## src/sct_pkg.sv

```systemverilog
// shared widths and polynomial coefficients for the sine and cosine pipeline
package sct_pkg;

  // phase word after alignment to the top of 32 bits, Q0.32 turns
  localparam int PHASE_W = 32;
  // offset that rounds the phase half up to the nearest quarter turn
  localparam logic [PHASE_W-1:0] QUARTER_HALF = 32'h2000_0000;

  // signed remainder and x squared, both fit in 31 bits
  localparam int MUL_W  = 31;
  localparam int MMAG_W = MUL_W - 1;
  // horner accumulators, signed Q30, magnitude below 2^37
  localparam int ACC_W  = 38;
  localparam int AMAG_W = ACC_W - 1;
  // exact product of two magnitudes
  localparam int PROD_W = AMAG_W + MMAG_W;
  // every product is scaled down by 2^32 with rounding
  localparam int MUL_SHIFT = 32;

  // result fields
  localparam int RES_W   = 32;
  localparam int OUT_W   = 2 * RES_W;
  localparam int Q30_FRAC = 30;

  // output queue
  localparam int OUTQ_DEPTH = 16;
  localparam int OUTQ_PTR_W = 4;

  // odd polynomial for sine, Q30
  localparam logic signed [ACC_W-1:0] COEF_S7 = ACC_W'(-(64'sd9940169 <<< 13));
  localparam logic signed [ACC_W-1:0] COEF_S5 = ACC_W'(64'sd668505 <<< 17);
  localparam logic signed [ACC_W-1:0] COEF_S3 = ACC_W'(-(64'sd10837494 <<< 12));
  localparam logic signed [ACC_W-1:0] COEF_S1 = ACC_W'(64'sd13176795 <<< 9);
  // even polynomial for cosine, Q30
  localparam logic signed [ACC_W-1:0] COEF_C6 = ACC_W'(-(64'sd10944157 <<< 13));
  localparam logic signed [ACC_W-1:0] COEF_C4 = ACC_W'(64'sd8509030 <<< 13);
  localparam logic signed [ACC_W-1:0] COEF_C2 = ACC_W'(-(64'sd10348991 <<< 11));
  localparam logic signed [ACC_W-1:0] COEF_C0 = ACC_W'((64'sd1 <<< 30) - (64'sd1 <<< 6));

endpackage

```

## src/sct_outq.sv

```systemverilog
// output queue that holds finished results until the sink takes them
module sct_outq (
  input  logic                          clk,
  input  logic                          rst,
  input  logic                          wr_en,
  input  logic [sct_pkg::OUT_W-1:0]     wr_data,
  output logic                          m_tvalid,
  input  logic                          m_tready,
  output logic [sct_pkg::OUT_W-1:0]     m_tdata
);

  logic [sct_pkg::OUT_W-1:0]      mem [sct_pkg::OUTQ_DEPTH];
  logic [sct_pkg::OUTQ_PTR_W:0]   wr_ptr;
  logic [sct_pkg::OUTQ_PTR_W:0]   rd_ptr;
  logic [sct_pkg::OUT_W-1:0]      head;
  logic                           head_vld;
  logic                           mem_empty;
  logic                           head_free;
  logic                           mem_wr;
  logic                           mem_rd;

  // the head register drives the output, the memory holds the rest in order
  assign mem_empty = (wr_ptr == rd_ptr);
  assign head_free = !head_vld || m_tready;
  assign mem_rd    = head_free && !mem_empty;
  // a result bypasses the memory when the head is free and nothing waits
  assign mem_wr    = wr_en && !(head_free && mem_empty);
  assign m_tvalid  = head_vld;
  assign m_tdata   = head;

  always_ff @(posedge clk) begin
    if (mem_wr) begin
      mem[wr_ptr[sct_pkg::OUTQ_PTR_W-1:0]] <= wr_data;
    end
    if (mem_rd) begin
      head <= mem[rd_ptr[sct_pkg::OUTQ_PTR_W-1:0]];
    end else if (head_free && wr_en) begin
      head <= wr_data;
    end
  end

  always_ff @(posedge clk) begin
    if (rst) begin
      wr_ptr   <= '0;
      rd_ptr   <= '0;
      head_vld <= 1'b0;
    end else begin
      if (mem_wr) begin
        wr_ptr <= wr_ptr + 1'b1;
      end
      if (mem_rd) begin
        rd_ptr <= rd_ptr + 1'b1;
      end
      if (head_free) begin
        head_vld <= mem_rd || wr_en;
      end
    end
  end

endmodule

```

## config.mk

```make
export PLATFORM = sky130hd
export DESIGN_NAME = sct_outq
export DESIGN_NICKNAME = d
export VERILOG_FILES = /design/src/sct_pkg.sv /design/src/sct_outq.sv
export SDC_FILE = /design/constraint.sdc
export NUM_CORES = 1
export LEC_CHECK = 0
export BUFFER_PORTS_ARGS = -buffer_cell sky130_fd_sc_hd__clkbuf_2
export CORE_MARGIN = 2
export CORE_UTILIZATION = 40
export CTS_CLUSTER_DIAMETER = 80
export DETAILED_ROUTE_END_ITERATION = 10
export HOLD_SLACK_MARGIN = 0.15
export PLACE_DENSITY = 0.66
export SLEW_MARGIN = 5
export SYNTH_ARGS = -nofsm -noshare
export SYNTH_HDL_FRONTEND = slang
export SYNTH_SLANG_ARGS = --single-unit
```

## constraint.sdc

```tcl
create_clock -name clk -period 7.25 [get_ports clk]
set_input_delay 1.0875 -clock clk [delete_from_list [all_inputs] [get_ports clk]]
set_output_delay 1.0875 -clock clk [all_outputs]
set_load 0.01 [all_outputs]
```

* Yosys cells after proc, flatten, opt, wreduce, memory -nomap -nowiden
Memory sizes are Yosys's and may differ from the RTL's. A register that Yosys moved wholly into a read port is not among the register bits. Index checks and enable logic that the tools add are counted. Widths: inputs -> output; s select.
Word-level totals: bits of input ports 68, memories kept 1, register bits 75, output and inout port bits 65, memory bits (writable) 1024
Memories:
- mem | words 16, width 64, read ports 1, clocked after Yosys merged registers in 1, wr ports 1, line sct_outq.sv:12 | logic [sct_pkg::OUT_W-1:0] mem [sct_pkg::OUTQ_DEPTH];
Cells by class: mux-type cells 6, reductions and logical operators 10, eq/ne operators 1, $add $sub $neg 2
Operator list (number):
- $mux 64 | 2
- $add 5x1->5 const B | 2
- $mux 4 | 2
- $eq 5x5->1 | 1
- $logic_and 1x1->1 | 4
- $logic_not 1->1 | 3
- $logic_or 1x1->1 | 2
- $mux 1 | 2
- $reduce_bool 2->1 | 1

* Depth between registers and ports, before layout
word-level depth 7, mapped depth 8, mapped depth without buffers 5

* Least setup slack after synthesis
No wires, ideal clock.
path type input -> register, start point in m_tready, end point mem mem[3][0] (netlist bit), enable pin, path buffers 0, library setup time 0.565 ns, data required time 6.685 ns, slack 0.804 ns, arrival 5.881 ns, stages 3, cells stage by stage nand2b_1 > a31o_2 > nor3_1
Between the ends: word-level cells in the longest chain between the ends 6
Ends and longest elaborated chain:
- start: declaration | line sct_outq.sv:8 | input logic m_tready,
- $logic_or 1x1->1 | line sct_outq.sv:24 | assign head_free = !head_vld || m_tready;
- $logic_and 1x1->1 | line sct_outq.sv:27 | assign mem_wr = wr_en && !(head_free && mem_empty);
- $logic_not 1->1 | line sct_outq.sv:27
- $logic_and 1x1->1 | line sct_outq.sv:27
- $mux 1 | line sct_outq.sv:32 | if (mem_wr) begin
- $mux 1 (implied by the code) | line sct_outq.sv:33 | mem[wr_ptr[sct_pkg::OUTQ_PTR_W-1:0]] <= wr_data;
- end: declaration | line sct_outq.sv:12
No other way between the ends.

* Final worst setup path
start point reg wr_ptr[1] (netlist bit), end point mem mem[6][42] (netlist bit), enable pin
Between the ends: word-level cells in the longest chain between the ends 6
Ends and longest elaborated chain:
- start: declaration | line sct_outq.sv:13 | logic [sct_pkg::OUTQ_PTR_W:0] wr_ptr;
- start signal: assignment | line sct_outq.sv:49 | wr_ptr <= wr_ptr + 1'b1;
- $eq 5x5->1 | line sct_outq.sv:23 | assign mem_empty = (wr_ptr == rd_ptr);
- $logic_and 1x1->1 | line sct_outq.sv:27
- $logic_not 1->1 | line sct_outq.sv:27
- $logic_and 1x1->1 | line sct_outq.sv:27
- $mux 1 | line sct_outq.sv:32
- $mux 1 (implied by the code) | line sct_outq.sv:33
Parallel ways exist; a longest one is shown, timed or not.

==> flow_summary.ini <==
[worst_setup_path]
critPathArrivalTime_ns = 3.87
rr_worst_depth = 5
timing_worst_setup_path_type = reg2reg
worst-path-max-fanout = 41
crit_path_start_kind = flip-flop
rrSetupSlack_ns = 3.66
timing.rr.end = mem[6][42]$_DFFE_PP_
r2r-start = wr_ptr[1]$_SDFFE_PP0P_
cp.required_ns = 7.53
endpoint_kind = flip-flop

[floorplanning]
ios = 133
coreArea_sq_um = 103000
start_util_pct = 40.3
die_y_um = 327
rows = 118
die_area_sq_um = 107000
die_w_um = 327

[route]
route.met2.wl_um = 42300
via_per_inst = 5.43
drt-met1-wl_um = 35800
drcViolationCount = 0
first_pass_iters = 5
num_vias = 18596
ant_nets = 0
finalWirelength_um = 85000
routed.top_layer = met5
wl_per_cell_um = 24.8
routed-wl-met3_um = 5370
initialDrtViolationCount = 1775

[cts]
cts-root-buf = clkbuf_16
cts-buffers-inserted = 104
holdBufCountCts = 0
clk_pin_slew_ns = 0.06
clockBufferDepth = 3
post_cts_buffers = 0
cts_tree = yes
insertion_delay_ns = 0.66
cts_resized = 0
clock_sinks = 1103
cts_htree_levels = 3

[sta]
fmax_ghz = 0.278
relSlewSlack_pct = 15.7
min_period_ns = 3.59
final.period_utilization_pct = 49.6
grt_setup_unrepaired = false
slew_violations = 0
worstMarginPinSlew_ns = 1.26
finalHoldViolCount = 0
finalSetupViolCount = 0
setup_tns_ns = 0
finalClockSkew_ns = 0.0233

[yosys]
synth_fp_nets = 1866
ys_types = 33
syn_area_sq_um = 41700
avgSynthCellArea_sq_um = 23.3
synth_edf_count = 1088
synth_seq_cells = 1103
async_reset_ff_share_pct = 0
syn_inst = 1793
yosys_warnings = 0
synth_flop_cell = edfxtp_1
ys_seq_area_share_pct = 79.0

[hold_path]
hold_start = m_tvalid$_SDFFE_PP0P_
hold_path_class = reg2reg
whs_endpoint = m_tvalid$_SDFFE_PP0P_
holdPathStages = 2

[placed_design]
io_buffer_count = 132
dp_hpwl_um = 44100
placedCellCount = 3230
place_congestion = 0.717

[job]
max-cap-violations = 0

[power_and_ir_drop]
power_density_nw_per_um2 = 340
ir_drop_v = 0.000218
p_leak_uw = 0.0146

[finish]
fin_cells = 3425
finalNetCount = 2029
drive_above_1_share_pct = 32.3
syn2layout_area_growth_pct = 13.5
diodes = 0

[grt]
antenna_found_initial = 3
grt_first_pass_wirelength_um = 128000
overflow = 0
grt_max_degree = 155
grtUsageTotal_pct = 15.9
first_global_vias = 20077

[outcome]
status = finished clean
[routing by layer]
layer / up-vias / global-route usage [%]
li1: 7979 / -
met1: 9985 / 21.8
met2: 522 / 26.3
met3: 104 / 3.00
met4: 6 / 4.29
met5: - / 0
[registers in the layout, indices dropped and copies added, names as in the netlist, named ones only]
register	flops
mem	1024
m_tdata	64
rd_ptr	5
wr_ptr	5
m_tvalid	1
[synth_stat cells (2+ instances only)]
master    instances  share of area [%]
ha_1              5               0.15
buf_6            16               0.43
xor2_1            6               0.13
mux2i_1           2              0.048
nor2_1           16               0.14
inv_1             4              0.036
buf_2             4              0.048
mux2_2           68                1.8
buf_4            14               0.25
clkbuf_1         46               0.41
mux4_2          256                 14
buf_1            15               0.13
xnor2_1           3              0.063
and3_1           13               0.19
dfxtp_1          15               0.72
and2_1            2              0.030
nand2_1          67               0.60
nand3_1           2              0.024
edfxtp_1       1088                 78
nor2b_1          11               0.16
a22oi_1         128                2.3
[critical path, cell delays in order (launching register included)]
cell     delay (ns)
dfxtp_1        0.44
xor2_1         0.17
nor2_1         0.13
a31oi_1        1.01
and3_4         0.65
buf_4          0.74
[worst max-delay path by stage]
stage,start,to,cells after the start
after global placement,m_tready,mem[6][43]$_DFFE_PP_,5
after floorplan,m_tready,mem[3][0]$_DFFE_PP_,3
after detailed placement,m_tready,mem[6][47]$_DFFE_PP_,5
after CTS,wr_ptr[1]$_SDFFE_PP0P_,mem[6][42]$_DFFE_PP_,5
after global routing,wr_ptr[1]$_SDFFE_PP0P_,mem[6][42]$_DFFE_PP_,5
final,wr_ptr[1]$_SDFFE_PP0P_,mem[6][42]$_DFFE_PP_,5
[where the power goes]
part	internal [uW]	switching, uW	leakage (uW)	total (uW)
Sequential	7530	156	0.00998	7690
Clock	3120	2310	0.00167	5430
Combinational	1440	1540	0.00300	2980
[kinds of logic after synthesis]
group / after synthesis / synth area share, %
XOR/XNOR: 9 / 0.189
flip-flops: 1103 / 79.0
AO/OA/AOI/OAI: 134 / 2.41
multiplexers: 326 / 15.7
adder cells (fa/ha/maj): 5 / 0.150
AND/OR/NAND/NOR: 116 / 1.25
buffers and inverters: 100 / 1.33
[final cells by class]
cell class	count	area, sq um
Sequential cell	1103	33000
Tap cell	1380	1730
Clock buffer	119	2700
Fill cell	8382	56100
Clock inverter	76	743
Inverter	4	15.0
Timing Repair Buffer	153	856
Multi-Input combinational cell	590	8350
[placed cells by master (no fill, tap or decap), drive strengths merged, types with 12 or more instances in the layout]
| cell | instances |
|---|---|
| dfxtp | 15 |
| clkinv | 49 |
| mux2 | 68 |
| edfxtp | 1088 |
| clkbuf | 251 |
| a22oi | 128 |
| nor2 | 16 |
| nand2 | 67 |
| mux4 | 256 |
| bufinv | 12 |
| and3 | 13 |
| buf | 21 |
[through the flow]
step	util (%)	cell area (sq um)	power, uW	setup slack (ns)	hold slack, ns
global placement	42.4	43900	10800	3.21	0.522
CTS	45.8	47400	16300	3.66	0.557
finish	45.8	47400	16100	3.66	0.553
detailed placement	42.4	43900	10900	3.10	0.542
floorplan	-	41700	10000	0.804	0.504
global route	45.8	47400	16800	3.48	0.602
Note: power is estimated with default switching activity, not from simulation.
