**src/sct_pkg.sv**
```systemverilog
// shared widths and polynomial coefficients for the sine and cosine pipeline
package sct_pkg;

  // phase word after alignment to the top of 32 bits, Q0.32 turns
  localparam int PHASE_W = 32;
  // offset that rounds the phase half up to the nearest quarter turn
  localparam logic [PHASE_W-1:0] QUARTER_HALF = 32'h2000_0000;

  // signed remainder and x squared, both fit in 31 bits
  localparam int MUL_W  = 31;
  localparam int MMAG_W = MUL_W - 1;
  // horner accumulators, signed Q30, magnitude below 2^37
  localparam int ACC_W  = 38;
  localparam int AMAG_W = ACC_W - 1;
  // exact product of two magnitudes
  localparam int PROD_W = AMAG_W + MMAG_W;
  // every product is scaled down by 2^32 with rounding
  localparam int MUL_SHIFT = 32;

  // result fields
  localparam int RES_W   = 32;
  localparam int OUT_W   = 2 * RES_W;
  localparam int Q30_FRAC = 30;

  // output queue
  localparam int OUTQ_DEPTH = 16;
  localparam int OUTQ_PTR_W = 4;

  // odd polynomial for sine, Q30
  localparam logic signed [ACC_W-1:0] COEF_S7 = ACC_W'(-(64'sd9940169 <<< 13));
  localparam logic signed [ACC_W-1:0] COEF_S5 = ACC_W'(64'sd668505 <<< 17);
  localparam logic signed [ACC_W-1:0] COEF_S3 = ACC_W'(-(64'sd10837494 <<< 12));
  localparam logic signed [ACC_W-1:0] COEF_S1 = ACC_W'(64'sd13176795 <<< 9);
  // even polynomial for cosine, Q30
  localparam logic signed [ACC_W-1:0] COEF_C6 = ACC_W'(-(64'sd10944157 <<< 13));
  localparam logic signed [ACC_W-1:0] COEF_C4 = ACC_W'(64'sd8509030 <<< 13);
  localparam logic signed [ACC_W-1:0] COEF_C2 = ACC_W'(-(64'sd10348991 <<< 11));
  localparam logic signed [ACC_W-1:0] COEF_C0 = ACC_W'((64'sd1 <<< 30) - (64'sd1 <<< 6));

endpackage

```
**src/sct_cell.sv**
```systemverilog
// one horner cell: rounded product of accumulator and multiplier plus a constant
module sct_cell #(
  parameter logic signed [sct_pkg::ACC_W-1:0] ADD_K = '0
) (
  input  logic                               clk,
  input  logic signed [sct_pkg::ACC_W-1:0]   acc_in,
  input  logic signed [sct_pkg::MUL_W-1:0]   mul_in,
  output logic signed [sct_pkg::ACC_W-1:0]   acc_out,
  output logic signed [sct_pkg::MUL_W-1:0]   mul_out
);

  localparam int RND_W = sct_pkg::PROD_W + 1 - sct_pkg::MUL_SHIFT;
  localparam logic [sct_pkg::PROD_W:0] RND_HALF =
    (sct_pkg::PROD_W + 1)'(1) << (sct_pkg::MUL_SHIFT - 1);

  logic        [sct_pkg::AMAG_W-1:0] acc_mag;
  logic        [sct_pkg::MMAG_W-1:0] mul_mag;
  logic        [sct_pkg::PROD_W-1:0] prod;
  logic                              neg;
  logic signed [sct_pkg::MUL_W-1:0]  mul_mid;
  logic        [sct_pkg::PROD_W:0]   rnd_sum;
  logic        [RND_W-1:0]           rnd;
  logic signed [sct_pkg::ACC_W-1:0]  rnd_ext;
  logic signed [sct_pkg::ACC_W-1:0]  term;

  // sign and magnitude, as the rounding is symmetric about zero
  always_comb begin
    acc_mag = acc_in[sct_pkg::ACC_W-1] ? sct_pkg::AMAG_W'(-acc_in)
                                       : sct_pkg::AMAG_W'(acc_in);
    mul_mag = mul_in[sct_pkg::MUL_W-1] ? sct_pkg::MMAG_W'(-mul_in)
                                       : sct_pkg::MMAG_W'(mul_in);
  end

  always_ff @(posedge clk) begin
    prod    <= acc_mag * mul_mag;
    neg     <= acc_in[sct_pkg::ACC_W-1] ^ mul_in[sct_pkg::MUL_W-1];
    mul_mid <= mul_in;
  end

  always_comb begin
    rnd_sum = {1'b0, prod} + RND_HALF;
    rnd     = rnd_sum[sct_pkg::PROD_W:sct_pkg::MUL_SHIFT];
    rnd_ext = signed'(sct_pkg::ACC_W'(rnd));
    term    = neg ? -rnd_ext : rnd_ext;
  end

  always_ff @(posedge clk) begin
    acc_out <= term + ADD_K;
    mul_out <= mul_mid;
  end

endmodule

```
**config.mk**
```make
export PLATFORM = sky130hd
export DESIGN_NAME = sct_cell
export DESIGN_NICKNAME = d
export VERILOG_FILES = /design/src/sct_pkg.sv /design/src/sct_cell.sv
export SDC_FILE = /design/constraint.sdc
export NUM_CORES = 2
export LEC_CHECK = 0
export BUFFER_PORTS_ARGS = -buffer_cell sky130_fd_sc_hd__buf_2
export CORE_MARGIN = 10
export CORE_UTILIZATION = 55
export CTS_CLUSTER_DIAMETER = 200
export CTS_CLUSTER_SIZE = 28
export DETAILED_ROUTE_END_ITERATION = 12
export MAX_ROUTING_LAYER = met4
export PLACE_DENSITY = 0.72
export SETUP_SLACK_MARGIN = 0.2
export SLEW_MARGIN = 5
export SYNTH_ARGS = -nofsm -noshare
export SYNTH_HDL_FRONTEND = slang
export SYNTH_SLANG_ARGS = --single-unit
```
**constraint.sdc**
```tcl
create_clock -name clk -period 12.85 [get_ports clk]
set_clock_uncertainty 0.15 [all_clocks]
set_input_delay 1.9275 -clock clk [delete_from_list [all_inputs] [get_ports clk]]
set_output_delay 1.9275 -clock clk [all_outputs]
set_load 0.02 [all_outputs]
```
# After elaboration in Yosys (flattened, before gate mapping)
# Index checks and enable logic that the tools add are counted.
# totals
reg_bits	168
latch_bits	0
ram_bits	0
mem_bits_ro	0
in_bits	70
output_inout_bits	69
wordCells	15
mem_count	0
# classes
add_sub_neg	4
multipliers	1
div	0
magnitude_cmp	0
eq_ne	0
shifts	0
muxes	3
n_bitwise	1
n_reduce_logical	0
# ops
operator	n
$add A67 B32 Y68 const B	1
$mul A37 B30 Y67	1
$neg A36 Y38	1
$mux W37	1
$neg A37 Y37	1
$mux W36	1
$mux W30	1
$neg A30 Y30	1
$xor A1 B1 Y1	1

# Depth between registers and ports, before layout
# depth
depth_word	3
ltp_mapped	38
depth_no_buf	34

# Worst setup path after synthesis
# Ideal clock, no wire load.
# synth_timing
path_type	input port to flip-flop
startpoint	input port acc_in[0] in the netlist's numbering
endpoint	register prod[59] in the netlist's numbering
setup_time_ps	72
t_arrival_ps	11384
required_time_ps	12628
setup_slack_ps	1244
cell_stages	33
path_buffers	2
cell_sequence	clkinv_1 > clkbuf_1 > ha_1 > nand2_1 > or4_1 > or3_1 > nor3_1 > inv_1 > o41a_1 > xor2_1 > clkbuf_1 > nand2_1 > fa_1 > fa_1 > fa_1 > fa_1 > inv_1 > fa_1 > fa_1 > fa_1 > inv_1 > fa_1 > inv_1 > ha_1 > nand4_1 > nor4_1 > a22oi_1 > a2111oi_0 > nor3_1 > a211oi_1 > a21oi_1 > o21ai_0 > xor2_1
# synth_via
elab_chain_cells	3
# synth_rtl
item	line_no	text
from (decl)	sct_cell.sv:6	input logic signed [sct_pkg::ACC_W-1:0] acc_in,
$neg A37 Y37	sct_cell.sv:28	acc_mag = acc_in[sct_pkg::ACC_W-1] ? sct_pkg::AMAG_W'(-acc_in)
$mux W37 (*)	sct_cell.sv:28	
$mul A37 B30 Y67 (*)	sct_cell.sv:35	prod <= acc_mag * mul_mag;
to (signal assigned)	sct_cell.sv:35	
to (decl)	sct_cell.sv:18	logic [sct_pkg::PROD_W-1:0] prod;
# Mark *: on every way between the ends. The rest lies on a longest branch, timed or not.
# A chain may end at the register's enable or synchronous reset.

# Final worst setup path
# layout_timing
startpoint	input port acc_in[0] in the netlist's numbering
endpoint	register prod[62] in the netlist's numbering
# Same word-level chain as after synthesis.

==> out/results.tsv <==
stage	metric	value	unit
detailed_routing	vias	32300	
grt	grt_start_max_net_pins	34	
setup_path	critPathTopFamily	adder cells	
finish	final_layout_size_suffix_gt1_frac	0.0811	
setup_path	max_stage_delay	0.65	ns
setup_path	rr_startpoint	prod[31]	
clock_tree	cts_tree	done	
synth	synth-edff-count	0	
detailed_routing	drt_pass1_iterations	5	
timing	post-route-min-period	12.18	ns
floorplan	core_area	73000	µm²
place	gp_congestion	1.02	
finish	fin_nets	6009	
clock_tree	cts_buffers	17	
synth	synthAdderAreaFrac	0.562	
synth	synth_xor_area_frac	0.0517	
grt	grt.overflow.total	0	
floorplan	row_count	99	
clock_tree	root_buffer	clkbuf_16	
detailed_routing	drc	0	
clock_tree	clock_latency	0.46	ns
timing	slew_violations	0	
synth	synth-simple-area-share	0.149	
timing	max_slew_margin	0.156	
setup_path	cp-startpoint	acc_in[0]	
grt	grt_first_pass_wirelength	195	mm
synth	synth_top_family_by_area	adder cells	
outcome	status	complete, no violations	
setup_path	crit_path_start_kind	input port	
place	pre_cts_ws	0.219	ns
grt	antenna_found_initial	6	
timing	worst_pin_slew	1.26	ns
detailed_routing	wirelength_met1	44.1	mm
synth	ys_async_sr_fraction	0	
synth	synthFlopType	dfxtp_1	
grt	grt_pass1_vias	33800	
detailed_routing	top_layer_used	met4	
timing	timing.final.crit_share	0.948	
clock_tree	max-clock-path-buffers	2	
min_path	hp-start	mul_mid[16]	
clock_tree	clkTransAtPathRegs	0.08	ns
setup_path	cp.arrival	12.38	ns
synth	yosysSeqAreaShare	0.0678	
setup_path	worst_ep_required_time	13.04	ns
timing	rsz0062_at_grt	no	
detailed_routing	drt-wirelength-per-cell	22.1	µm
place	dp_hpwl	104	mm
synth	synth_cell_types	83	
floorplan	die_w	291	µm
synth	syn_area_per_cell	8.77	µm²
synth	ys_warn_count	0	
timing	max_freq	0.0821	GHz
synth	post_synth_mux_area_share	0.00275	
place	io_buffer_count	138	
synth	netlist_instances	4609	
synth	syn_area	40400	µm²
finish	area_delta_synth_final	7.68	%
floorplan	die_h	291	µm
detailed_routing	ant_nets	0	
timing	worst_hold_slack	0.171	ns
finish	fill_cells	6358	
clock_tree	cts_post_setup_buffers_inserted	0	
clock_tree	htreeDepth	4	
clock_tree	clock-sinks	137	
clock_tree	postCtsHoldBufs	0	
setup_path	crit_type	in2reg	
setup_path	crit_top_cell	fa_1	
detailed_routing	route.met3.wl	11.0	mm
synth	ys_ff_latch	137	
floorplan	start_util	0.554	
timing	fin_tns_setup	0	ns
timing	setup_violations	0	
finish	layout_commonest_cell	inv_1	
floorplan	die_area	84800	µm²
min_path	worstHoldPathType	reg2reg	
floorplan	io_pins	139	
setup_path	cp_max_fo	13	
synth	synth_nets	5910	
detailed_routing	viasPerCell	5.69	
setup_path	cp_slowest_cell	a2111oi_1	
detailed_routing	postRouteWirelength	125	mm
run	maxCapViolations	0	
setup_path	cp-end-kind	flop	
timing	hold_viol	0	
detailed_routing	first_iter_violations	2821	
setup_path	critPathBufInv	10	
synth	synth-compound-area-share	0.0519	
detailed_routing	wl_met2	59.7	mm
grt	grtUsageTotal	0.308	
timing	final.setup.worst_slack	0.667	ns
finish	final_cell_mix	inv_1 (1025), fa_1 (975), nand2_1 (715), nor2_1 (535), ha_1 (256)	
==> registers in the layout, summed over array words and instances (netlist names) <==
register,flops
mul_mid,31
mul_out,31
neg,1
acc_out,38
prod,36
==> area by class of cell <==
type                       instances  area (µm²)  share of cell area
multi-input combinational       3245       33400               0.767
timing repair buffer             278        1740              0.0400
clock buffer                      17         425             0.00977
sequential                       137        2740              0.0630
inverter                        1029        3860              0.0887
tap                              959        1200              0.0276
clock inverter                    15         153             0.00351
antenna                            8        20.0            0.000460
==> metrics by stage <==
step                cells  utilization  cell area, µm²
global placement     5648        0.589           42900
global route         5686        0.597           43500
detailed placement   5648        0.589           42900
finish               5688        0.597           43500
CTS                  5680        0.596           43500
floorplan            4609            -           40400
==> worst reg2reg max path, stage by stage, from the launching register on <==
cell and delay, ns:
dfxtp_1 0.40, ha_1 0.29, nand4_1 0.35, nor4_4 0.56, o211ai_1 0.20, a2111oi_0 0.69
o2111ai_1 0.28, nor2_1 0.45, nand3_2 0.18, nor3b_1 0.19, a2111oi_2 0.35
==> cells in the mapped netlist, types with 20 or more instances <==
library cell / instances / area share
a21o_1: 34 / 0.0063
dfxtp_1: 137 / 0.068
nor2_1: 535 / 0.050
fa_1: 975 / 0.48
inv_1: 1025 / 0.095
clkbuf_1: 176 / 0.016
xnor2_1: 121 / 0.026
a21oi_1: 87 / 0.011
nor3_1: 25 / 0.0031
and2_1: 20 / 0.0031
nand2_1: 715 / 0.066
xor2_1: 101 / 0.022
o21ai_0: 66 / 0.0082
nand4_1: 30 / 0.0046
ha_1: 256 / 0.079
nand3_1: 32 / 0.0040
==> logic make-up (layout without fill, tap and decap cells) <==
kind of cell	Yosys count	after routing
multiplexers	11	11
flip-flops	137	137
AND/OR/NAND/NOR	1456	1456
adder cells (fa/ha/maj)	1231	1231
AO/OA/AOI/OAI	316	316
buffers and inverters	1227	1339
XOR/XNOR	231	231
other	0	8
==> metal layers <==
metal  track usage  vias up
li1              -    13800
met1         0.354    16400
met2         0.488     1655
met3        0.0533      448
met4         0.215        0
met5             -        -
==> final timing paths <==
check | cells past startpoint | slack, ns | endpoint
max | 36 | 0.67 | prod[62]
min | 0 | 0.17 | mul_out[16]
max reg2reg | 10 | 8.66 | acc_out[30]
min reg2reg | 0 | 0.17 | mul_out[16]
==> timing repair <==
item | in CTS | in global routing
endpoints found under the setup margin | 0 | 3
endpoints found under the hold margin | 0 | 0
resized for setup | 0 | 1
Power is left out: the tool's default activity adds up to more than one toggle a clock period on the data nets, which glitch-free logic cannot reach.
