## src/sct_pkg.sv

```systemverilog
// shared widths and polynomial coefficients for the sine and cosine pipeline
package sct_pkg;

  // phase word after alignment to the top of 32 bits, Q0.32 turns
  localparam int PHASE_W = 32;
  // offset that rounds the phase half up to the nearest quarter turn
  localparam logic [PHASE_W-1:0] QUARTER_HALF = 32'h2000_0000;

  // signed remainder and x squared, both fit in 31 bits
  localparam int MUL_W  = 31;
  localparam int MMAG_W = MUL_W - 1;
  // horner accumulators, signed Q30, magnitude below 2^37
  localparam int ACC_W  = 38;
  localparam int AMAG_W = ACC_W - 1;
  // exact product of two magnitudes
  localparam int PROD_W = AMAG_W + MMAG_W;
  // every product is scaled down by 2^32 with rounding
  localparam int MUL_SHIFT = 32;

  // result fields
  localparam int RES_W   = 32;
  localparam int OUT_W   = 2 * RES_W;
  localparam int Q30_FRAC = 30;

  // output queue
  localparam int OUTQ_DEPTH = 16;
  localparam int OUTQ_PTR_W = 4;

  // odd polynomial for sine, Q30
  localparam logic signed [ACC_W-1:0] COEF_S7 = ACC_W'(-(64'sd9940169 <<< 13));
  localparam logic signed [ACC_W-1:0] COEF_S5 = ACC_W'(64'sd668505 <<< 17);
  localparam logic signed [ACC_W-1:0] COEF_S3 = ACC_W'(-(64'sd10837494 <<< 12));
  localparam logic signed [ACC_W-1:0] COEF_S1 = ACC_W'(64'sd13176795 <<< 9);
  // even polynomial for cosine, Q30
  localparam logic signed [ACC_W-1:0] COEF_C6 = ACC_W'(-(64'sd10944157 <<< 13));
  localparam logic signed [ACC_W-1:0] COEF_C4 = ACC_W'(64'sd8509030 <<< 13);
  localparam logic signed [ACC_W-1:0] COEF_C2 = ACC_W'(-(64'sd10348991 <<< 11));
  localparam logic signed [ACC_W-1:0] COEF_C0 = ACC_W'((64'sd1 <<< 30) - (64'sd1 <<< 6));

endpackage

```

## src/sct_finish.sv

```systemverilog
// quadrant fold, final rounding and saturation for both outputs
module sct_finish #(
  parameter int RESULT_FRAC_BITS = 30
) (
  input  logic                               clk,
  input  logic signed [sct_pkg::ACC_W-1:0]   sin_raw,
  input  logic signed [sct_pkg::ACC_W-1:0]   cos_raw,
  input  logic        [1:0]                  quad,
  output logic signed [sct_pkg::RES_W-1:0]   sine,
  output logic signed [sct_pkg::RES_W-1:0]   cosine
);

  localparam int SH = sct_pkg::Q30_FRAC - RESULT_FRAC_BITS;
  localparam logic [sct_pkg::ACC_W-1:0] HALF =
    sct_pkg::ACC_W'((64'd1 << SH) >> 1);
  localparam logic [sct_pkg::ACC_W-1:0] LIM =
    sct_pkg::ACC_W'(64'd1 << RESULT_FRAC_BITS);

  logic signed [sct_pkg::ACC_W-1:0] sel_s;
  logic signed [sct_pkg::ACC_W-1:0] sel_c;
  logic                             flip_s;
  logic                             flip_c;
  logic        [sct_pkg::ACC_W-1:0] mag_s;
  logic        [sct_pkg::ACC_W-1:0] mag_c;
  logic        [sct_pkg::ACC_W-1:0] rnd_s;
  logic        [sct_pkg::ACC_W-1:0] rnd_c;
  logic        [sct_pkg::RES_W-1:0] sat_s;
  logic        [sct_pkg::RES_W-1:0] sat_c;
  logic                             neg_s;
  logic                             neg_c;

  always_comb begin
    // odd quadrant swaps the lanes, each keeps the flip of its source
    if (quad[0]) begin
      sel_s  = cos_raw;
      sel_c  = sin_raw;
      flip_s = quad[1];
      flip_c = quad[0] ^ quad[1];
    end else begin
      sel_s  = sin_raw;
      sel_c  = cos_raw;
      flip_s = quad[0] ^ quad[1];
      flip_c = quad[1];
    end
    neg_s = sel_s[sct_pkg::ACC_W-1] ^ flip_s;
    neg_c = sel_c[sct_pkg::ACC_W-1] ^ flip_c;
    mag_s = sel_s[sct_pkg::ACC_W-1] ? unsigned'(-sel_s) : unsigned'(sel_s);
    mag_c = sel_c[sct_pkg::ACC_W-1] ? unsigned'(-sel_c) : unsigned'(sel_c);
    rnd_s = (mag_s + HALF) >> SH;
    rnd_c = (mag_c + HALF) >> SH;
    sat_s = (rnd_s > LIM) ? sct_pkg::RES_W'(LIM) : sct_pkg::RES_W'(rnd_s);
    sat_c = (rnd_c > LIM) ? sct_pkg::RES_W'(LIM) : sct_pkg::RES_W'(rnd_c);
  end

  always_ff @(posedge clk) begin
    sine   <= neg_s ? -signed'(sat_s) : signed'(sat_s);
    cosine <= neg_c ? -signed'(sat_c) : signed'(sat_c);
  end

endmodule

```

## config.mk

```make
export PLATFORM = sky130hd
export DESIGN_NAME = sct_finish
export DESIGN_NICKNAME = d
export VERILOG_FILES = /design/src/sct_pkg.sv /design/src/sct_finish.sv
export SDC_FILE = /design/constraint.sdc
export NUM_CORES = 1
export LEC_CHECK = 0
export ABC_AREA = 0
export BUFFER_PORTS_ARGS = -buffer_cell sky130_fd_sc_hd__buf_2
export CAP_MARGIN = 20
export CORE_ASPECT_RATIO = 2
export CORE_UTILIZATION = 53
export CTS_CLUSTER_SIZE = 10
export DETAILED_ROUTE_END_ITERATION = 10
export PLACE_DENSITY = 0.86
export SLEW_MARGIN = 40
export SYNTH_ARGS = -nofsm -noshare
export SYNTH_HDL_FRONTEND = slang
export SYNTH_SLANG_ARGS = --single-unit
```

## constraint.sdc

```tcl
create_clock -name clk -period 8.5 [get_ports clk]
set_input_delay 2.125 -clock clk [delete_from_list [all_inputs] [get_ports clk]]
set_output_delay 2.125 -clock clk [all_outputs]
set_load 0.02 [all_outputs]
```

# Yosys cells after proc, flatten, opt, wreduce, memory -nomap -nowiden
# Cells that the tools add are included.
# totals
regBits,64
inputBits,79
out_inout_bits,64
wordCells,21
# op_classes
add_sub_neg,4
magnitude_cmp,2
n_mux,10
bitwise,3
# ops
cell,count
$mux W38,4
$mux W32,4
$gt A38 B31 Y1 const B,2
$neg A38 Y38,2
$neg A32 Y32,2
$xor A1 B1 Y1,3
$mux W1,2

# Longest topological paths before layout
# Gate-level depths: netlist (run 1).
# logic_depth
ltp_word,7
depth_mapped,31
ltp_nobuf,20

# Worst setup path after synthesis (run 1)
# No wires, ideal clock.
# synth_path
path_kind,input port to flip-flop
start,in quad[0]
end,reg sine[30] (netlist bit)
setup_time_ns,0.128
arrival_ns,8.090
required_ns,8.372
path_slack_ns,0.281
path_stages,30
path_buffers,14
cell_sequence,buf_6 > buf_6 > buf_8 > buf_8 > buf_8 > buf_6 > buf_6 > buf_6 > buf_2 > buf_2 > buf_2 > mux2i_1 > ha_1 > or4b_1 > or3_1 > a31oi_1 > o211ai_1 > nor4b_2 > nand4b_1 > or4_1 > buf_2 > o21a_1 > buf_2 > nor2_1 > nand2_1 > ha_1 > clkbuf_1 > nor2_1 > a21oi_1 > xor2_1
# synth_between
elab_chain_len,7
word_cells_on_any_way,10
classes_between,add/sub: 2; order compare: 1; mux: 5; bitwise: 2
# synth_rtl
element,line_no,text
start: declaration,sct_finish.sv:8,"input logic [1:0] quad,"
$mux W38,sct_finish.sv:34,if (quad[0]) begin
$neg A38 Y38,sct_finish.sv:47,mag_s = sel_s[sct_pkg::ACC_W-1] ? unsigned'(-sel_s) : unsigned'(sel_s);
$mux W38,sct_finish.sv:47,
$gt A38 B31 Y1,sct_finish.sv:51,sat_s = (rnd_s > LIM) ? sct_pkg::RES_W'(LIM) : sct_pkg::RES_W'(rnd_s);
$mux W32,sct_finish.sv:51,
$neg A32 Y32,sct_finish.sv:56,sine <= neg_s ? -signed'(sat_s) : signed'(sat_s);
$mux W32 (*),sct_finish.sv:56,
end signal: assignment,sct_finish.sv:56,
end: declaration,sct_finish.sv:9,"output logic signed [sct_pkg::RES_W-1:0] sine,"
# Mark *: on every way between the ends. The rest lies on a longest branch, timed or not.

# Worst setup path in the final report (run 1)
# layout_path
start,in quad[0]
end,reg sine[16] (netlist bit)
# The elaborated chain is that of the path after synthesis.

==> results of run 1 <==
[cells in the mapped netlist, drive strengths merged (9+ instances only)]
| cell | n |
|---|---|
| nor4 | 29 |
| inv | 13 |
| nor3b | 19 |
| clkbuf | 24 |
| o31ai | 27 |
| o211ai | 22 |
| nand3 | 33 |
| mux2i | 69 |
| and2 | 22 |
| or4b | 10 |
| or3 | 21 |
| o211a | 9 |
| nand2 | 64 |
| nor3 | 60 |
| mux2 | 18 |
| and3 | 10 |
| a31oi | 27 |
| nand2b | 11 |
| xor2 | 45 |
| or3b | 10 |
| dfxtp | 64 |
| or2 | 10 |
| nand4 | 18 |
| nor2 | 94 |
| or4 | 20 |
| a41oi | 13 |
| a21oi | 43 |
| buf | 42 |
| o41ai | 12 |
| xnor2 | 52 |
| a211oi | 9 |
| o21ai | 42 |
| o22ai | 9 |
[power breakdown]
part	internal [W]	switching, W
Clock	0.000264	0.000145
Sequential	0.000307	0.00000140
Combinational	0.000179	0.000318
[registers in the layout (all words and copies together) (netlist names)]
| name | count |
|---|---|
| cosine | 32 |
| sine | 32 |
[per-layer routing]
layer | vias up | wire length (um) | global-route usage
met2 | 548 | 15000 | 0.651
li1 | 4396 | - | -
met4 | 0 | 2710 | 0.333
met5 | - | 0 | 0
met3 | 161 | 1720 | 0.0518
met1 | 4419 | 10000 | 0.339
[cell families (layout without fill, tap and decap cells)]
family | count (synthesis) | in the layout
multiplexers | 87 | 87
flip-flops | 64 | 64
AO/OA/AOI/OAI | 274 | 274
AND/OR/NAND/NOR | 467 | 467
XOR/XNOR | 97 | 97
buffers and inverters | 79 | 203
other | 0 | 2
adder cells (fa/ha/maj) | 8 | 8
[critical path, stage by stage]
cell and delay [ns]:
buf_6 0.44, mux2_2 0.44, inv_1 0.10, ha_1 0.18, or4b_1 0.45, or3_1 0.42
a31oi_1 0.25, o211ai_1 0.21, nor4b_2 0.46, nand4b_1 0.16, or4_1 0.54, o21a_1 0.23
nor2_1 0.39, nand2_1 0.11, ha_1 0.39, inv_1 0.20, o21ai_0 0.11, and4_1 0.24
a211o_1 0.21
[path summary, 6_finish.rpt]
check | startpoint | end | slack, ns | cells past startpoint
setup / recovery | quad[0] | sine[16] | 1.00 | 19
hold / removal | quad[1] | cosine[1] | 2.37 | 3
[through the flow]
stage | power [W] | hold WS (ns) | cell area, um2 | utilization | std cells
6_report | 0.00121 | 2.37 | 9390 | 0.617 | 1400
5_1_grt | 0.00127 | 2.38 | 9390 | 0.617 | 1400
4_1_cts | 0.00120 | 2.35 | 9370 | 0.616 | 1398
3_5_place_dp | 0.000795 | 2.54 | 9040 | 0.594 | 1382
3_3_place_gp | 0.000789 | 2.54 | 9020 | 0.593 | 1382
2_1_floorplan | 0.000662 | 2.42 | 8200 | - | 1076
[layout make-up]
class / instances / area share
sequential: 64 / 0.136
inverter: 13 / 0.00546
antenna: 2 / 0.000533
clock inverter: 5 / 0.00853
tap: 198 / 0.0264
multi-input combinational: 933 / 0.695
timing repair buffer: 174 / 0.102
clock buffer: 11 / 0.0259
==> summary.md, run 1 <==
| Metric | Value |
|---|---|
| Initial Util | `0.539` |
| Share of post-route cells with drive strength above 1 | `0.216` |
| WP data required | `8.74 ns` |
| Post-Synth Simple-Gate Area | `0.323` |
| Post-Place Setup Slack | `0.782 ns` |
| Mean Syn Cell Area | `7.62 um2` |
| Initial antenna violation count | `2` |
| Largest family of logic cells by synthesized area | `simple AND/OR/NAND/NOR gates` |
| GRT overflow | `0` |
| Top cells by area, synth | `dfxtp_1, mux2i_1, xnor2_1` |
| Yosys reg bits | `64` |
| Hold crit path type | `primary input to flip-flop` |
| WL final | `29.5 mm` |
| Residual DRC | `0` |
| Commonest non-fill, non-tap cell in the layout | `buf_2` |
| Final worst setup slack | `1.00 ns` |
| Post-Syn Area | `8200 um2` |
| Post-synth net total | `1163` |
| Io pins | `143` |
| Final nets | `1282` |
| Final TNS setup | `0 ns` |
| Synth cell types | `90` |
| Final RePlAce weighted congestion | `1.01` |
| Area of the multi-input gates | `6520 um2` |
| Crit Path Category | `primary input to flip-flop` |
| H-tree Lvls | `3` |
| Synthesis-to-layout area growth | `14.5%` |
| Max-cap violations | `0` |
| Reg clk slew, reported paths | `0.05 ns` |
| Slew margin rel. | `0.455` |
| Data arrival, critical path | `7.74 ns` |
| Max-slew violation count | `0` |
| Synth Warn # | `0` |
| Crit-path max FO | `82` |
| Die Height | `178 um` |
| Pre-Repair DR Iteration Count | `8` |
| Crit end category | `flip-flop` |
| Drt via density | `6.80` |
| DR iter-0 viols | `836` |
| Mapped Cells | `1076` |
| Setup Buffers After CTS | `0` |
| Adder-cell share of the synthesized area | `0.0122` |
| Post-Synth XOR/XNOR Area | `0.104` |
| Crit start category | `primary input` |
| GRT Util Overall | `0.356` |
| Die ar. | `16000 um2` |
| PD cells | `129 nW/um2` |
| I/O Buffers | `142` |
| Number of nets with antenna violations after routing | `0` |
| Via Count | `9524` |
| Mux share of post-synthesis cell area | `0.109` |
| Run status | `complete, no violations` |
| Peak VDD IR | `0.000111 V` |
| Clock tree sinks | `64` |
| Complex-gate fraction of the synthesized area | `0.240` |
| Crit share post-route | `0.882` |
| Synth top area share | `0.156` |
| Fillers | `1441` |
| Clock root buffer | `clkbuf_16` |
| First-pass GRT wire length | `45.1 mm` |
| Cell taking the most area after synthesis | `dfxtp_1` |
| Largest net degree at the start of global routing | `83` |
| TritonCTS clock tree | `built` |
| Die Wd | `90.0 um` |
| Maximum root-to-sink buffer count | `2` |
| Commonest cells after routing, fill and taps aside | `buf_2, nor2_1, mux2i_1, dfxtp_1, nand2_1` |
| Maximum clock rate | `133 MHz` |
| Static Leak | `3.72 nW` |
| Cts hold-fix bufs | `0` |
| RSZ-0062 raised after global routing | `no` |
| Vias in the first global route | `8857` |
| Hold Fails Final Rpt | `0` |
| Register area | `1280 um2` |
| Post-synthesis sequential area ratio | `0.156` |
| Post-CTS sizing | `0` |
| Core ar. | `15200 um2` |
| Final setup vio count | `0` |
| Ys flop type | `dfxtp_1` |
| Dpl hpwl | `22.9 mm` |
| Number of enable flip-flop cells after synthesis | `0` |
| Tmin final | `7.50 ns` |
| Slew @ Worst Pin | `0.801 ns` |
| Row count | `64` |
| CTS buffer count | `9` |
| Routed length per instance | `21.0 um` |
| FFs w/ async S/R, synth | `0` |
(Power assumes the default switching activity.)
==> run 2: changes to the inputs <==
--- a/config.mk
+++ b/config.mk
@@ -8,7 +8,7 @@
 export ABC_AREA = 0
 export BUFFER_PORTS_ARGS = -buffer_cell sky130_fd_sc_hd__buf_2
 export CAP_MARGIN = 20
-export CORE_ASPECT_RATIO = 2
+export CORE_ASPECT_RATIO = 1.1
 export CORE_UTILIZATION = 53
 export CTS_CLUSTER_SIZE = 10
 export DETAILED_ROUTE_END_ITERATION = 10
==> run 2 against run 1 <==
Net effect:
- worst hold slack improved by 0.0017 ns
- sequential power about the same
- non-clock buffer count down 9
- clock power about the same
- cell count decreased by 0.93%
- die area decreased by 0.18%
- critical path depth fell by 1
- fmax about the same
- global-route usage fell by 2.4 points
- via count is 2.3% lower
- total power down 0.23%
- critical path type unchanged
- largest power group unchanged
- highest routed layer unchanged
==> summary.md, run 2 (synthesis gave the netlist of run 1 again) <==
| Metric | Value |
|---|---|
| Max incr delay on CP | `0.57 ns` |
| Crit-path max FO | `73` |
| Routed length per instance | `19.4 um` |
| Dpl hpwl | `20.6 mm` |
| Max-slew violation count | `0` |
| Worst path slowest cell | `nor2_1` |
| H-tree Lvls | `3` |
| Share of post-route cells with drive strength above 1 | `0.207` |
| RSZ-0062 raised after global routing | `no` |
| Max-cap violations | `0` |
| Top Family by Delay on Critical Path | `simple AND/OR/NAND/NOR gates` |
| Row count | `47` |
| DR iter-0 viols | `956` |
| Crit Path Category | `primary input to flip-flop` |
| First-pass GRT wire length | `43.3 mm` |
| Initial antenna violation count | `0` |
| Data arrival, critical path | `7.75 ns` |
| Hold path cells | `3` |
| Commonest non-fill, non-tap cell in the layout | `buf_2` |
| Non-filler cells, final | `1387` |
| Die Height | `132 um` |
| Hold crit path type | `primary input to flip-flop` |
| Commonest cells after routing, fill and taps aside | `buf_2, nor2_1, mux2i_1, dfxtp_1, nand2_1` |
| Hold Fails Final Rpt | `0` |
| CTS buffer count | `9` |
| Tmin final | `7.49 ns` |
| GRT Util Overall | `0.332` |
| Static Leak | `3.68 nW` |
| Crit share post-route | `0.881` |
| Cts hold-fix bufs | `0` |
| Via Count | `9309` |
| Biggest regs | `cosine x32, sine x32` |
| Clock tree sinks | `64` |
| PD cells | `130 nW/um2` |
| Setup Buffers After CTS | `0` |
| Synthesis-to-layout area growth | `13.2%` |
| Clock root buffer | `clkbuf_16` |
| Antenna diode count | `0` |
| WL final | `26.9 mm` |
| Final TNS setup | `0 ns` |
| Reg clk slew, reported paths | `0.05 ns` |
| I/O Buffers | `142` |
| Final nets | `1273` |
| Run status | `complete, no violations` |
| Vias in the first global route | `8430` |
| Min-delay src | `quad[1]` |
| CP Buf/Inv Count | `2` |
| GRT overflow | `0` |
| Final setup vio count | `0` |
| Post-CTS sizing | `0` |
| Residual DRC | `0` |
| Placed cell count | `1371` |
| Post-DP Area | `8950 um2` |
| Final cell area excluding filler cells | `9290 um2` |
| Maximum root-to-sink buffer count | `2` |
| Peak VDD IR | `0.0000909 V` |
| Slew @ Worst Pin | `0.816 ns` |
| Final RePlAce weighted congestion | `0.964` |
| Io pins | `143` |
| Die Wd | `121 um` |
| Cells along the critical path | `buf_6 -> mux2_2 -> inv_1 -> ha_1 -> or4b_1 -> or3_1 -> a31oi_1 -> o211ai_1 -> nor4b_2 -> nand4b_1 -> or4_1 -> o21a_1 -> nor2_1 -> nand2_1 -> ha_1 -> nor2_1 -> o31ai_1 -> o211ai_1` |
| PnR Total Power | `0.00121 W` |
| Drt via density | `6.71` |
| Number of nets with antenna violations after routing | `0` |
| TritonCTS clock tree | `built` |
| Initial Util | `0.543` |
| WHS Endpoint | `cosine[1]` |
| WP data required | `8.76 ns` |
| Crit end category | `flip-flop` |
| Die ar. | `16000 um2` |
| Pre-Repair DR Iteration Count | `6` |
| Largest net degree at the start of global routing | `74` |
| Slew margin rel. | `0.451` |
| Core ar. | `15100 um2` |
| Crit start category | `primary input` |
| Maximum clock rate | `133 MHz` |
[run 2: area by class of cell]
type	count	area (um2)
clock inverter	5	78.8
inverter	13	51.3
clock buffer	11	253
timing repair buffer	165	890
sequential	64	1280
multi-input combinational	933	6490
fill	1380	5830
tap	196	245
[run 2: metal layers]
layer / vias to the layer above / share of wire / GRT usage
li1: 4374 / - / -
met1: 4289 / 0.42 / 0.426
met2: 540 / 0.46 / 0.546
met3: 106 / 0.077 / 0.0461
met4: 0 / 0.044 / 0.156
met5: - / 0 / 0
[run 2: stage by stage]
stage,setup slack (ns),hold slack [ns],util
floorplan,0.281,2.42,-
global placement,1.06,2.54,0.592
detailed placement,0.866,2.54,0.592
CTS,1.19,2.35,0.614
global route,0.706,2.40,0.614
finish,1.01,2.37,0.614
[run 2: worst max-delay path by stage]
stage	slack (ns)	end	cells after the start	start
final	1.01	sine[22]	18	quad[0]
after global routing	0.71	sine[22]	16	quad[0]
after CTS	1.19	sine[30]	18	quad[0]
after detailed placement	0.87	sine[30]	18	quad[0]
after global placement	1.06	sine[30]	18	quad[0]
after floorplan	0.28	sine[30]	30	quad[0]
[run 2: where the power goes]
part	switching [W]	internal [W]
Combinational	0.000314	0.000177
Sequential	0.00000150	0.000307
Clock	0.000140	0.000272
Total	0.000456	0.000756
==> run 3: changes to the inputs <==
--- a/config.mk
+++ b/config.mk
@@ -9,7 +9,7 @@
 export BUFFER_PORTS_ARGS = -buffer_cell sky130_fd_sc_hd__buf_2
 export CAP_MARGIN = 20
 export CORE_ASPECT_RATIO = 1.1
-export CORE_UTILIZATION = 53
+export CORE_UTILIZATION = 55
 export CTS_CLUSTER_SIZE = 10
 export DETAILED_ROUTE_END_ITERATION = 10
 export PLACE_DENSITY = 0.86
==> constraint.sdc (replaced) <==
create_clock -name clk -period 9 [get_ports clk]
set_input_delay 2.25 -clock clk [delete_from_list [all_inputs] [get_ports clk]]
set_output_delay 2.25 -clock clk [all_outputs]
set_load 0.02 [all_outputs]
==> run 3 against run 2 <==
Net effect:
- die area fell by 3.6%
- worst hold slack improved by 0.099 ns
- non-clock buffer count fell by 8
- critical path depth fell by 2
- utilization rose by 2.1 points
- wire length fell by 1.7%
- design area fell by 0.82%
- clock power fell by 15%
- sequential power fell by 6%
- sequential share of layout area rose by 0.11 points
- clock-buffer cell count did not move
- global-route usage rose by 0.17 points
- largest cell class unchanged
==> summary.md, run 3 (synthesis gave the netlist of run 1 again) <==
| Metric | Value |
|---|---|
| Run status | `complete, no violations` |
| Clock power share | `0.319` |
| Data arrival, critical path | `7.95 ns` |
| GRT overflow | `0` |
| Number of nets with antenna violations after routing | `0` |
| TritonCTS clock tree | `built` |
| Hold path cells | `3` |
| GRT Util Overall | `0.334` |
| Crit start category | `primary input` |
| Post-CTS sizing | `0` |
| Pre-Repair DR Iteration Count | `9` |
| PnR Total Power | `0.00110 W` |
| Io pins | `143` |
| Clock tree sinks | `64` |
| PD cells | `120 nW/um2` |
| CTS buffer count | `9` |
| Final nets | `1265` |
| Net Sw Frac | `0.387` |
| Commonest non-fill, non-tap cell in the layout | `buf_2` |
| Die ar. | `15400 um2` |
| RSZ-0062 raised after global routing | `no` |
| Max-cap violations | `0` |
| Switch Pwr | `0.000427 W` |
| Largest net degree at the start of global routing | `129` |
| Static Leak | `3.62 nW` |
| Hold Fails Final Rpt | `0` |
| Crit-path max FO | `128` |
| Cts hold-fix bufs | `0` |
| Share of post-route cells with drive strength above 1 | `0.200` |
| WP data required | `9.22 ns` |
| Worst path slowest cell | `a31oi_1` |
| Hold crit path type | `primary input to flip-flop` |
| Final TNS setup | `0 ns` |
| Final setup vio count | `0` |
| Core ar. | `14500 um2` |
| Clock root buffer | `clkbuf_16` |
| Routed length per instance | `19.2 um` |
| Reg clk slew, reported paths | `0.05 ns` |
| Initial Util | `0.565` |
| Tmin final | `7.72 ns` |
| WL final | `26.5 mm` |
| Peak VDD IR | `0.0000943 V` |
| Drt via density | `6.75` |
| Post-Place Setup Slack | `1.17 ns` |
| I/O Buffers | `142` |
| Int Pwr | `0.000676 W` |
| Slew margin rel. | `0.459` |
| Crit path launch | `quad[0]` |
| Max incr delay on CP | `0.71 ns` |
| H-tree Lvls | `3` |
| Slew @ Worst Pin | `0.808 ns` |
| Crit Path Category | `primary input to flip-flop` |
| Final worst setup slack | `1.28 ns` |
| Final RePlAce weighted congestion | `1.01` |
| Setup Buffers After CTS | `0` |
| Cells along the critical path | `buf_6 -> buf_12 -> inv_1 -> a31oi_1 -> xor2_1 -> nand3b_1 -> a211oi_1 -> nand4_1 -> or4_1 -> o21a_1 -> nor2_1 -> nand2_1 -> ha_1 -> nor2_1 -> a21oi_1 -> xor2_1` |
| Die Wd | `118 um` |
| Finished Core Util | `0.635` |
| Min-delay src | `quad[1]` |
| Residual DRC | `0` |
| Max-slew violation count | `0` |
| Reg power frac | `0.264` |
| DR iter-0 viols | `1134` |
| Die Height | `130 um` |
| Crit share post-route | `0.858` |
| Synthesis-to-layout area growth | `12.3%` |
| Initial antenna violation count | `2` |
| First-pass GRT wire length | `41.6 mm` |
| Via Count | `9295` |
| Crit end category | `flip-flop` |
| Row count | `46` |
| Logic pwr share | `0.417` |
| Vias in the first global route | `8208` |
| Maximum root-to-sink buffer count | `2` |
| Maximum clock rate | `129 MHz` |
| Biggest regs | `cosine x32, sine x32` |
| Commonest cells after routing, fill and taps aside | `buf_2, nor2_1, mux2i_1, dfxtp_1, nand2_1` |
| Dpl hpwl | `19.7 mm` |
-- run 3: final cells by class --
| type | count | area (um2) |
|---|---|---|
| timing repair buffer | 157 | 838 |
| inverter | 13 | 51.3 |
| sequential | 64 | 1280 |
| antenna | 2 | 5.00 |
| clock inverter | 5 | 56.3 |
| multi-input combinational | 933 | 6490 |
| clock buffer | 11 | 243 |
| tap | 192 | 240 |
| fill | 1315 | 5300 |
-- run 3: stage by stage --
| stage | hold WS [ns] | instance area (um2) | cells |
|---|---|---|---|
| floorplan | 2.55 | 8200 | 1076 |
| global placement | 2.66 | 8880 | 1358 |
| detailed placement | 2.66 | 8890 | 1359 |
| CTS | 2.45 | 9190 | 1375 |
| global route | 2.47 | 9200 | 1375 |
| finish | 2.47 | 9210 | 1377 |
-- run 3: metal layers --
layer	GRT usage	part of all wire	vias to the layer above
met2	0.548	0.46	545
met4	0.203	0.049	0
met1	0.418	0.41	4281
li1	-	-	4362
met5	0	0	-
met3	0.0490	0.079	107
-- run 3: power groups by stage --
stage	clock network [W]	logic, W	registers, W
6_report	0.000352	0.000459	0.000291
5_1_grt	0.000365	0.000493	0.000292
4_1_cts	0.000353	0.000444	0.000291
3_5_place_dp	0	0.000440	0.000297
3_3_place_gp	0	0.000435	0.000297
2_1_floorplan	0	0.000319	0.000306
-- run 3: path summary, 6_finish.rpt --
kind                    end  slack [ns]
setup / recovery   sine[30]        1.28
hold / removal    cosine[1]        2.47
-- run 3: critical path: cells and delay by family --
kind | cells | cell delay, ns
AOI/OAI and AO/OA | 4 | 1.69
xor gates and xnor gates | 2 | 0.38
adders and majority gates | 1 | 0.34
buffers and inverters | 3 | 1.32
and+or+nand+nor | 6 | 1.95
